[config.mk]
export PLATFORM = sky130hd
export DESIGN_NAME = rbs_pow_unit
export DESIGN_NICKNAME = d
export VERILOG_FILES = /design/src/hw/rtl/rbs_pkg.sv /design/src/hw/rtl/rbs_pow_unit.sv
export SDC_FILE = /design/constraint.sdc
export NUM_CORES = 1
export LEC_CHECK = 0
export ABC_AREA = 1
export BUFFER_PORTS_ARGS = -buffer_cell sky130_fd_sc_hd__clkbuf_2
export CAP_MARGIN = 20
export CORE_AREA = 2 2 146 105
export CTS_CLUSTER_DIAMETER = 150
export DETAILED_ROUTE_END_ITERATION = 10
export DIE_AREA = 0 0 148 107
export SYNTH_ARGS = -nofsm -noshare
export SYNTH_HDL_FRONTEND = slang
export SYNTH_SLANG_ARGS = --single-unit
[constraint.sdc]
create_clock -name clk -period 5.1 [get_ports clk]
set_clock_uncertainty 0.05 [all_clocks]
set_input_delay 0.51 -clock clk [delete_from_list [all_inputs] [get_ports clk]]
set_output_delay 0.51 -clock clk [all_outputs]
set_load 0.02 [all_outputs]
[src/hw/rtl/rbs_pkg.sv]
`timescale 1ns / 1ps
`default_nettype none
// ----------------------------------------------------------------------------
// rbs_pkg
// Shared constants and types of the retransmit backoff scheduler.
// ----------------------------------------------------------------------------
package rbs_pkg;

    localparam int TABLE_DEPTH = 64;
    localparam int QUEUE_DEPTH = 64;
    localparam int TIDX_W      = $clog2(TABLE_DEPTH);
    localparam int QIDX_W      = $clog2(QUEUE_DEPTH);

    localparam logic [2:0] OP_TICK      = 3'd0;
    localparam logic [2:0] OP_COMPLETED = 3'd1;
    localparam logic [2:0] OP_ABORTED   = 3'd2;
    localparam logic [2:0] OP_REQUEUE   = 3'd3;
    localparam logic [2:0] OP_EXPIRED   = 3'd4;

    localparam logic [1:0] KIND_RETX    = 2'd0;
    localparam logic [1:0] KIND_LIMIT   = 2'd1;
    localparam logic [1:0] KIND_DELETED = 2'd2;
    localparam logic [1:0] KIND_FULL    = 2'd3;

    localparam logic [0:0] REG_BASE  = 1'd0;
    localparam logic [0:0] REG_LIMIT = 1'd1;

    // Power unit control: start a B^(n) computation.
    typedef struct packed {
        logic        start;
        logic [3:0]  base;
        logic [3:0]  exponent;
    } pow_req_t;

    typedef struct packed {
        logic        done;
        logic [31:0] value;
    } pow_rsp_t;

endpackage : rbs_pkg
`default_nettype wire

[src/hw/rtl/rbs_pow_unit.sv]
`timescale 1ns / 1ps
`default_nettype none
// ----------------------------------------------------------------------------
// rbs_pow_unit
// Saturating 32-bit power B^n, one multiply per cycle.
// ----------------------------------------------------------------------------
module rbs_pow_unit
    import rbs_pkg::*;
(
    input  wire logic     clk,
    input  wire logic     rst_n,
    input  wire pow_req_t req,
    output pow_rsp_t      rsp
);

    logic        busy_reg;
    logic [3:0]  left_reg;
    logic [3:0]  base_reg;
    logic [31:0] acc_reg;
    logic        done_reg;
    logic [35:0] prod;

    assign prod = {4'd0, acc_reg} * {32'd0, base_reg};

    always_ff @(posedge clk or negedge rst_n)
    begin
        if (!rst_n)
        begin
            busy_reg <= 1'b0;
            done_reg <= 1'b0;
        end
        else
        begin
            done_reg <= 1'b0;
            if (req.start)
            begin
                busy_reg <= 1'b1;
            end
            else if (busy_reg && left_reg == 4'd0)
            begin
                busy_reg <= 1'b0;
                done_reg <= 1'b1;
            end
        end
    end

    always_ff @(posedge clk)
    begin
        if (req.start)
        begin
            acc_reg  <= 32'd1;
            left_reg <= req.exponent;
            base_reg <= req.base;
        end
        else if (busy_reg && left_reg != 4'd0)
        begin
            // saturate and stop once past 32 bits
            if (prod[35:32] != 4'd0)
            begin
                acc_reg  <= 32'hFFFF_FFFF;
                left_reg <= 4'd0;
            end
            else
            begin
                acc_reg  <= prod[31:0];
                left_reg <= left_reg - 4'd1;
            end
        end
    end

    assign rsp.done  = done_reg;
    assign rsp.value = acc_reg;

endmodule : rbs_pow_unit
`default_nettype wire

**Yosys cells after proc, flatten, opt, wreduce, memory -nomap -nowiden**

Cells that the tools add are included.

- Output and inout port bits: 33
- Word-level logic and storage cells: 22
- Register bits: 42
- Input bits: 11

- Multiply operators: 1
- Reductions and logical operators: 7
- $add $sub $neg: 1
- Mux-type cells: 8

Operators with widths:

| kind | number |
|---|---|
| $mul A32 B4 Y36 | 1 |
| $mux W32 | 1 |
| $mux W4 | 3 |
| $reduce_bool A4 Y1 | 2 |
| $logic_not A4 Y1 | 1 |
| $mux W1 | 4 |
| $reduce_bool A2 Y1 | 2 |
| $sub A4 B1 Y4 const B | 1 |
| $logic_and A1 B1 Y1 | 2 |

**Logic depth before layout (Yosys ltp)**

- Word-level depth: 5
- Gate-level depth with buffers: 25
- Depth with buffers taken out: 23

**Worst setup path after synthesis**

Ideal clock, no wire load.

- Path kind: register to register
- From: register base_reg[3]
- To: register left_reg[2], data pin
- Setup slack: 1.431 ns
- Cell stages (with the launch flop): 22
- Period minus slack after synthesis: 3.669 ns
- Data arrival time: 3.360 ns
- Setup time: 0.259 ns
- Data required time: 4.791 ns
- Cells stage by stage: edfxtp_1 > clkbuf_1 > nand2_1 > fa_1 > inv_1 > fa_1 > fa_1 > nand2_1 > nand2_1 > nand3b_1 > nand2_1 > nand2_1 > nand2_2 > nand2_1 > nand2_1 > nand2_1 > nand2_1 > nand2_2 > nor2_4 > buf_6 > o211ai_1 > nand2_1

- Word-level cells in the longest chain between the ends: 5

Ends and longest elaborated chain:

| element | RTL line | RTL |
|---|---|---|
| start: declaration | rbs_pow_unit.sv:18 | `logic [3:0] base_reg;` |
| start signal: assignment | rbs_pow_unit.sv:53 | `base_reg <= req.base;` |
| $mul A32 B4 Y36 | rbs_pow_unit.sv:23 | `assign prod = {4'd0, acc_reg} * {32'd0, base_reg};` |
| $reduce_bool A4 Y1 | rbs_pow_unit.sv:58 | `if (prod[35:32] != 4'd0)` |
| $mux W4 | rbs_pow_unit.sv:58 |  |
| $mux W4 | rbs_pow_unit.sv:55 | `else if (busy_reg && left_reg != 4'd0)` |
| $mux W4 | rbs_pow_unit.sv:49 | `if (req.start)` |
| end signal: assignment | rbs_pow_unit.sv:52 | `left_reg <= req.exponent;` |
| end signal: assignment | rbs_pow_unit.sv:66 | `left_reg <= left_reg - 4'd1;` |
| end: declaration | rbs_pow_unit.sv:17 | `logic [3:0] left_reg;` |

No other way between the ends. The select of a mux whose other input is x is not followed.
A chain may end at the register's enable or synchronous reset.

**Worst setup path after layout**

- From: register base_reg[3]
- To: register acc_reg[11]

- Word-level cells in the longest chain between the ends: 3

Ends and longest elaborated chain:

| element | RTL line | RTL |
|---|---|---|
| $mul A32 B4 Y36 (*) | rbs_pow_unit.sv:23 |  |
| $reduce_bool A4 Y1 | rbs_pow_unit.sv:58 |  |
| $mux W32 (*) | rbs_pow_unit.sv:58 |  |
| end signal: assignment | rbs_pow_unit.sv:65 | `acc_reg <= prod[31:0];` |
| end: declaration | rbs_pow_unit.sv:19 | `logic [31:0] acc_reg;` |

Mark *: on every way between the ends. The rest lies on a longest branch, timed or not.

==> impl_metrics.env <==
export IMPL_ios=44
export IMPL_antenna_found_initial=0
export IMPL_fin_crit_sh_pct=93.4
export IMPL_cp_cell_sequence="buf_4, nand2_1, inv_1, fa_1, inv_1, fa_1, inv_1, ha_1, nand2_1, inv_1, a21oi_1, nand2_1, a21oi_1, nand3_1, nand2_1, nand3_2, nor2_4, buf_4, a21oi_1"
export IMPL_overflow=0
export IMPL_synth_edff_count=8
export IMPL_ys_top_cells_by_count="nand2_1, inv_1, nor2_1, fa_1, a21oi_1"
export IMPL_ant_nets=0
export IMPL_critPathSlowestCell="edfxtp_1"
export IMPL_clock_latency_ns=0.29
export IMPL_wl_per_cell_um=13.4
export IMPL_cp_max_fo=21
export IMPL_drive_gt1_share_pct=7.70
export IMPL_syn_nets=1142
export IMPL_tightestPinTransition_ns=0.987
export IMPL_slew_limit_headroom_pct=34.2
export IMPL_antennaDiodeCount=0
export IMPL_outcome="finished clean"
export IMPL_dr_pass1_iters=5
export IMPL_die_y_um=107
export IMPL_grt_first_pass_wirelength_um=28800
export IMPL_hold_class="primary input to register"
export IMPL_ys_types=37
export IMPL_maxCapViolations=0
export IMPL_async_flop_share_pct=4.76
export IMPL_first_global_vias=5543
export IMPL_syn_avg_cell_area_um2=6.24
export IMPL_holdBufCountCts=1
export IMPL_worstSetupPathType="register to register"
export IMPL_clk_pin_slew_ns=0.06
export IMPL_cpPeakStageDelay_ns=0.79
export IMPL_syn2layout_area_growth_pct=9.70
export IMPL_ys_flop_type="dfxtp_1"
export IMPL_core_area_um2=14400
export IMPL_grt_max_degree=38
export IMPL_hold_viol=0
export IMPL_yosysTopAreaCellShare_pct=18.7
export IMPL_max_clock_path_buffers=2
export IMPL_critPathRequiredTime_ns=5.22
export IMPL_worstPathArrival_ns=4.88
export IMPL_ys_seq_elements=42
export IMPL_start_util_pct=44.5
export IMPL_synth_top_cell_by_area="fa_1"
export IMPL_min_period_ns=4.76
export IMPL_cts_root_buf="clkbuf_16"
export IMPL_cts_setup_buffers=0
export IMPL_ys_seq_area_share_pct=14.5
export IMPL_critPathBufInv=6
export IMPL_cts_resized=0
export IMPL_gp_routability_congestion=0.961
export IMPL_crit_family="adder cells"
export IMPL_yosysMostFrequentCell="nand2_1"
export IMPL_fin_nets=1177
export IMPL_fmax_mhz=210
export IMPL_fillCellCount=1544
export IMPL_wl_um=16900
export IMPL_place_detailed_hpwl_um=13500
export IMPL_largest_reg_flops=32
export IMPL_cts_sinks=42
export IMPL_finalSetupViolCount=0
export IMPL_post_drt_via_cell_ratio=4.71
export IMPL_fp_row_count=37
export IMPL_die_x_um=148
export IMPL_cts_tree="done"
export IMPL_tns_ns=0
export IMPL_port_buffers=43
export IMPL_dieArea_um2=15800
export IMPL_grt_total_usage_pct=22.6
export IMPL_cts_buffers=5
export IMPL_yosysWarnings=0
export IMPL_maxSlewViolCount=0
export IMPL_crit_path_end_kind="register"
export IMPL_syn_area_um2=6420
export IMPL_critPathLaunchType="register"
export IMPL_rsz0062_at_grt="no"
export IMPL_synth_area_leaders="fa_1, nand2_1, inv_1"
export IMPL_num_vias=5930
export IMPL_drtIter0Drc=439
export IMPL_synth_cells=1029
export IMPL_htree_levels=2
export IMPL_drc=0
worst paths after layout:
path / slack [ns] / endpoint / startpoint / depth (start not counted)
max: 0.34 / acc_reg[11]$_SDFFE_PP0P_ / base_reg[3]$_DFFE_PP_ / 19
min: 0.36 / base_reg[0]$_DFFE_PP_ / req[4] / 1
max reg2reg: 0.34 / acc_reg[11]$_SDFFE_PP0P_ / base_reg[3]$_DFFE_PP_ / 19
min reg2reg: 0.48 / done_reg$_DFF_PN0_ / busy_reg$_DFFE_PN0P_ / 2
max in group asynchronous: 4.41 / busy_reg$_DFFE_PN0P_ / rst_n / 2
min in group asynchronous: 0.49 / done_reg$_DFF_PN0_ / rst_n / 2
cell type report:
| type | count | area, µm² | area share, % |
|---|---|---|---|
| flip-flops and latches | 42 | 931 | 13.2 |
| clock buffers | 5 | 125 | 1.78 |
| well taps | 195 | 244 | 3.46 |
| inverters | 288 | 1080 | 15.3 |
| multi-input cells | 674 | 4300 | 61.1 |
| repair buffers | 53 | 293 | 4.16 |
| clock inverters | 3 | 68.8 | 0.977 |
cells in the final DEF, fill, tap and decap left out, drive strengths merged, types with 16 or more instances in the layout:
cell type  count
a21oi         57
clkbuf        48
dfxtp         32
fa            60
ha            42
inv          287
nand2        320
nand3         26
nor2          73
o21ai         32
xor2          16
metal layers:
metal  up-vias  wire (µm)  global-route usage (%)
li1       3061          -                       -
met1      2682       9380                    37.5
met2       177       6130                    30.5
met3        10       1340                    4.09
met4         0         97                    2.72
met5         -          0                       0
per-stage QoR:
step	area (µm²)	hold WS [ns]	util [%]	setup WS [ns]	instances
2_1_floorplan	6420	0.164	-	1.43	1029
3_3_place_gp	6840	0.249	47.4	0.430	1251
3_5_place_dp	6840	0.251	47.4	0.416	1251
4_1_cts	7040	0.349	48.8	0.407	1260
5_1_grt	7040	0.356	48.8	0.00660	1260
6_report	7040	0.358	48.8	0.336	1260
kinds of logic (layout without fill, tap and decap cells):
family / count (synthesis) / count (layout) / synth area share [%]
xor gates and xnor gates: 23 / 23 / 3.14
DFF: 42 / 42 / 14.5
buffers and inverters: 313 / 349 / 18.5
and+or+nand+nor: 442 / 442 / 27.9
muxes: 3 / 3 / 0.468
AOI/OAI and AO/OA: 104 / 104 / 8.59
adders and majority gates: 102 / 102 / 26.9
Power is left out: the tool's default activity adds up to more than one toggle a clock period on the data nets, which glitch-free logic cannot reach.
